**src/hw/rtl/pfa_pkg.sv**
```systemverilog
// Shared types and constants of the page frame allocator.
// No dependencies; imported by the controller, the datapath and the top level.
package pfa_pkg;

	localparam int PFA_FRAMES  = 32;
	localparam int DIR_ENTRIES = 1024;
	localparam int DIR_AW      = $clog2(DIR_ENTRIES);
	localparam int FRAME_SHIFT = 22;
	localparam int AMOUNT_W    = 32;
	// ceil(amount / 2^FRAME_SHIFT) fits in this many bits
	localparam int NEED_W      = AMOUNT_W - FRAME_SHIFT + 1;

	typedef enum logic [1:0] {
		FUNC_ALLOC = 2'd0,
		FUNC_FREE  = 2'd1,
		FUNC_CHECK = 2'd2
	} func_t;

	// Commands from the controller to the datapath
	typedef struct packed {
		logic              capture;   // latch request, start directory read
		logic              exec;      // apply request, load result register
		logic              clr_we;    // directory clearing write
		logic [DIR_AW-1:0] clr_addr;
	} pfa_cmd_t;

endpackage

```
**src/hw/rtl/pfa_ctrl.sv**
```systemverilog
// Controller of the page frame allocator: directory clearing pass, request
// sequencing and the result handshake. Depends on pfa_pkg.
module pfa_ctrl
	import pfa_pkg::*;
(
	input  logic     clk,
	input  logic     arst_n,
	input  logic     in_valid,
	output logic     in_ready,
	output logic     out_valid,
	input  logic     out_ready,
	output pfa_cmd_t cmd
);

	typedef enum logic [1:0] {
		ST_CLEAR,
		ST_IDLE,
		ST_EXEC
	} state_t;

	state_t            state_q;
	logic [DIR_AW-1:0] clr_addr_q;
	logic              out_valid_q;
	logic              fire;

	assign in_ready  = (state_q == ST_IDLE);
	assign out_valid = out_valid_q;
	// finish only when the result register is free or being emptied
	assign fire      = (state_q == ST_EXEC) && (!out_valid_q || out_ready);

	always_comb begin
		cmd          = '0;
		cmd.capture  = in_valid && in_ready;
		cmd.exec     = fire;
		cmd.clr_we   = (state_q == ST_CLEAR);
		cmd.clr_addr = clr_addr_q;
	end

	always_ff @(posedge clk or negedge arst_n) begin
		if (!arst_n) begin
			state_q     <= ST_CLEAR;
			clr_addr_q  <= '0;
			out_valid_q <= 1'b0;
		end else begin
			if (fire) begin
				out_valid_q <= 1'b1;
			end else if (out_ready) begin
				out_valid_q <= 1'b0;
			end
			unique case (state_q)
				ST_CLEAR: begin
					clr_addr_q <= clr_addr_q + 1'b1;
					if (clr_addr_q == DIR_AW'(DIR_ENTRIES - 1)) begin
						state_q <= ST_IDLE;
					end
				end
				ST_IDLE: begin
					if (in_valid) begin
						state_q <= ST_EXEC;
					end
				end
				ST_EXEC: begin
					if (fire) begin
						state_q <= ST_IDLE;
					end
				end
				default: begin
					state_q <= ST_CLEAR;
				end
			endcase
		end
	end

endmodule

```
**config.mk**
```make
export PLATFORM = sky130hd
export DESIGN_NAME = pfa_ctrl
export DESIGN_NICKNAME = d
export VERILOG_FILES = /design/src/hw/rtl/pfa_pkg.sv /design/src/hw/rtl/pfa_ctrl.sv
export SDC_FILE = /design/constraint.sdc
export NUM_CORES = 1
export LEC_CHECK = 0
export ABC_AREA = 1
export BUFFER_PORTS_ARGS = -buffer_cell sky130_fd_sc_hd__buf_4
export CAP_MARGIN = 20
export CORE_MARGIN = 8
export CORE_UTILIZATION = 48
export CTS_CLUSTER_SIZE = 12
export DETAILED_ROUTE_END_ITERATION = 6
export MAX_ROUTING_LAYER = met4
export PLACE_DENSITY_LB_ADDON = 0.12
export SYNTH_ARGS = -nofsm -noshare
export SYNTH_HDL_FRONTEND = slang
export SYNTH_SLANG_ARGS = --single-unit
```
**constraint.sdc**
```tcl
create_clock -name clk -period 1.7 [get_ports clk]
set_input_delay 0.085 -clock clk [delete_from_list [all_inputs] [get_ports clk]]
set_output_delay 0.085 -clock clk [all_outputs]
set_load 0.05 [all_outputs]
```
==> metrics.md <==
| Metric | Value |
|---|---|
| Status | complete, no violations |
| Critical path fanouts, max | 5 |
| Crit path max-delay cell type | dfrtp_1 |
| Area grow syn2layout | 27.99% |
| Busiest layer in global routing | met2 |
| Total CTS buffers | 3 |
| Initial Util | roughly half |
| RSZ-0062 raised after global routing | false |
| Gp weighted congestion | 0.7042 |
| Delay-heaviest family, CP | simple AND/OR/NAND/NOR gates |
| Fin. Hold Viols | 0 |
| First-pass GRT wire length | 2.242 mm |
| Total congestion overflow | 0 |
| GR met2 Demand/Resource | 14.26% |
| Worst vdd ir | 1.383 mV |
| Post-synthesis average cell area | 8.489 µm² |
| Final setup viols | 0 |
| Setup crit end kind | flip-flop |
| Ant. Diodes | 0 |
| Power density cells | 2046 nW/µm² |
| Count leader, synth | nand2_1 |
| Post-Syn Instances | 79 |
| Minimum clock period after layout | 1428 ps |
| Via count | 558 |
| Post-route setup slack | 272.1 ps |
| Synth cell types | 16 |
| Longest Clk Path Bufs | 2 |
| WP buf/inv | 0 |
| Vias per cell | 4.810 |
| Main area contributors after synthesis | dfrtp_1, nand2_1, inv_1 |
| Hpwl dp | 1.042 mm |
| Die X-Extent | 53.38 µm |
| Slew margin rel. | between 70% and 80% |
| Final hold slack | about 80 ps |
| Skew final | 0.4768 ps |
| YS warnings | 0 |
| Initial antenna violation count | 0 |
| Layout cells sized above 1 | a little over a quarter |
| # DRC | 0 |
| Clock Latency Late Sink | 280 ps |
| Post-Syn Area | 670.6 µm² |
| Total power | between 1.5 and 2 mW |
| Post-synth top area cell | dfrtp_1 |
| ANT nets after route | 0 |
| Commonest cells post-synth | nand2_1, inv_1, dfrtp_1 |
| Die Footprint | 2849 µm² |
| Measured slew at the worst slew-check pin | 325.7 ps |
| Post-Place Cells | 111 |
| Gr usage total | 11.17% |
| TritonCTS clock tree | yes |
| Worst setup path category | flip-flop to flip-flop |
| Fillcell total | 113 |
| Clock Pin Slew Worst Setup and Hold Paths | 90 ps |
| Worst stage delay on the critical path | 480 ps |
| Avg WL per Cell | 11.89 µm |
| Clk sinks | 13 |
| Post-synthesis sequential area ratio | 48.51% |
| Core box area | about 1300 µm² |
| Met1 Resource Use GR | 14.01% |
| Max-capacitance violation count | 0 |
| H-tree depth | 1 |
| Rows | 13 |
| Global routing met3 resource utilization | 4.202% |
| Top_reg_cell synth | dfrtp_1 |
| Root Driver | clkbuf_4 |
| Starting DRT DRC Count | 8 |
| Synth Net Count | 84 |
| Multi-input gate area | ~280 µm² |
| Total Wirelength | 1.379 mm |
| Maximum clock rate | 700.3 MHz |
| Largest net degree at the start of global routing | 14 |
| Fraction of registers with async set/reset | 100.0% |
| Crit-path cells | ha_1 -> nand2_1 -> nor2_1 -> nand2_1 -> nor2_1 -> xor2_1 |
| Number of top-level pins | 19 |
| Post-synth top area share | 48.51% |
| Dpl ws | 302.8 ps |
| Final Non-Filler Cells | between 100 and 150 |
| P_leak | ~0.48 nW |
| Worst min-delay path class | input port to flip-flop |
| CP required | 1920 ps |
| PortBufs | 18 |
| Final nets | roughly 110 |
| # Post-CTS Setup Buffers | 0 |
| FF+latch count, synth | 13 |
| Drt pass-1 iters | 4 |
| Final slew viol count | 0 |
| Crit share post-route | 84.00% |
| Vert. Die Dim | about 53 µm |
| Crit path DAT | 1640 ps |
| Register Area | 325.3 µm² |
| Startpoint types | flip-flop |
| Post-synth EDFFs | 0 |
| Setup total negative slack | 0 ps |
| Vias in the first global route | 505 |
## worst min-delay path, stage by stage
cell and delay, ps:
buf_4 80, o22ai_1 80, nand2_1 60, inv_1 30
## power by group
part / total, mW / internal [mW] / leakage [nW] / switching, mW
Sequential: 0.540 / 0.417 / 0.167 / 0.122
Combinational: 1.01 / 0.304 / 0.293 / 0.706
Clock: 0.207 / 0.0912 / 0.0150 / 0.116
Total: 1.76 / 0.813 / 0.475 / 0.944
## logic make-up (layout without fill, tap and decap cells)
logic type               Yosys count  after routing  share of synthesized area, %
AO/OA/AOI/OAI                      3              3                         2.611
XOR/XNOR                           6              6                         7.836
adder cells (fa/ha/maj)            1              1                         1.865
buffers and inverters             17             39                         10.08
flip-flops                        13             13                         48.51
multiplexers                       1              1                         1.679
AND/OR/NAND/NOR                   38             38                         27.42
## per-stage QoR
step	area, µm²	util (%)
finish	858.3	65.96
global route	858.3	65.96
CTS	858.3	65.96
detailed placement	822.0	63.17
global placement	822.0	63.17
floorplan	675.6	-
## placed cells by master (no fill, tap or decap), types with 3 or more instances in the layout
cell type,synthesis,layout
dfrtp_1,13,13
inv_1,16,16
nand4_1,3,3
nand2_1,22,22
buf_4,1,18
xor2_1,5,5
nor2_1,6,4
clkbuf_4,0,3
nand3_1,3,3
## final timing paths
check | end | slack [ps] | cells past startpoint | from
hold / removal | state_q[0] | 80 | 4 | in_valid
hold reg to reg | clr_addr_q[6] | 530 | 1 | clr_addr_q[6]
setup reg to reg | clr_addr_q[6] | 270 | 6 | clr_addr_q[0]
setup / recovery | clr_addr_q[6] | 270 | 6 | clr_addr_q[0]
max in group asynchronous | clr_addr_q[6] | 1370 | 2 | arst_n
min in group asynchronous | clr_addr_q[2] | 170 | 2 | arst_n
## sequential cells by signal (all words and copies together) (netlist names)
| signal | flops |
|---|---|
| out_valid | 1 |
| clr_addr_q | 10 |
| state_q | 2 |
## area by class of cell
cell class	instances	area share, %
Sequential cell	13	37.90
Timing Repair Buffer	19	16.91
Multi-Input combinational cell	49	32.94
Clock buffer	4	3.061
Inverter	16	6.997
Tap cell	15	2.187
## timing repair
action / 4_1_cts / 5_1_grt
gates resized for setup: 0 / 0
endpoints found under the hold margin: 13 / 0
hold buffers: 1 / 0
## layer usage
metal  up-vias  part of all wire, %
li1        285                    -
met1       251                   47
met2        17                   43
met3         5                  7.3
met4         0                  2.6
met5         -                    0
Note: power is estimated with default switching activity, not from simulation.
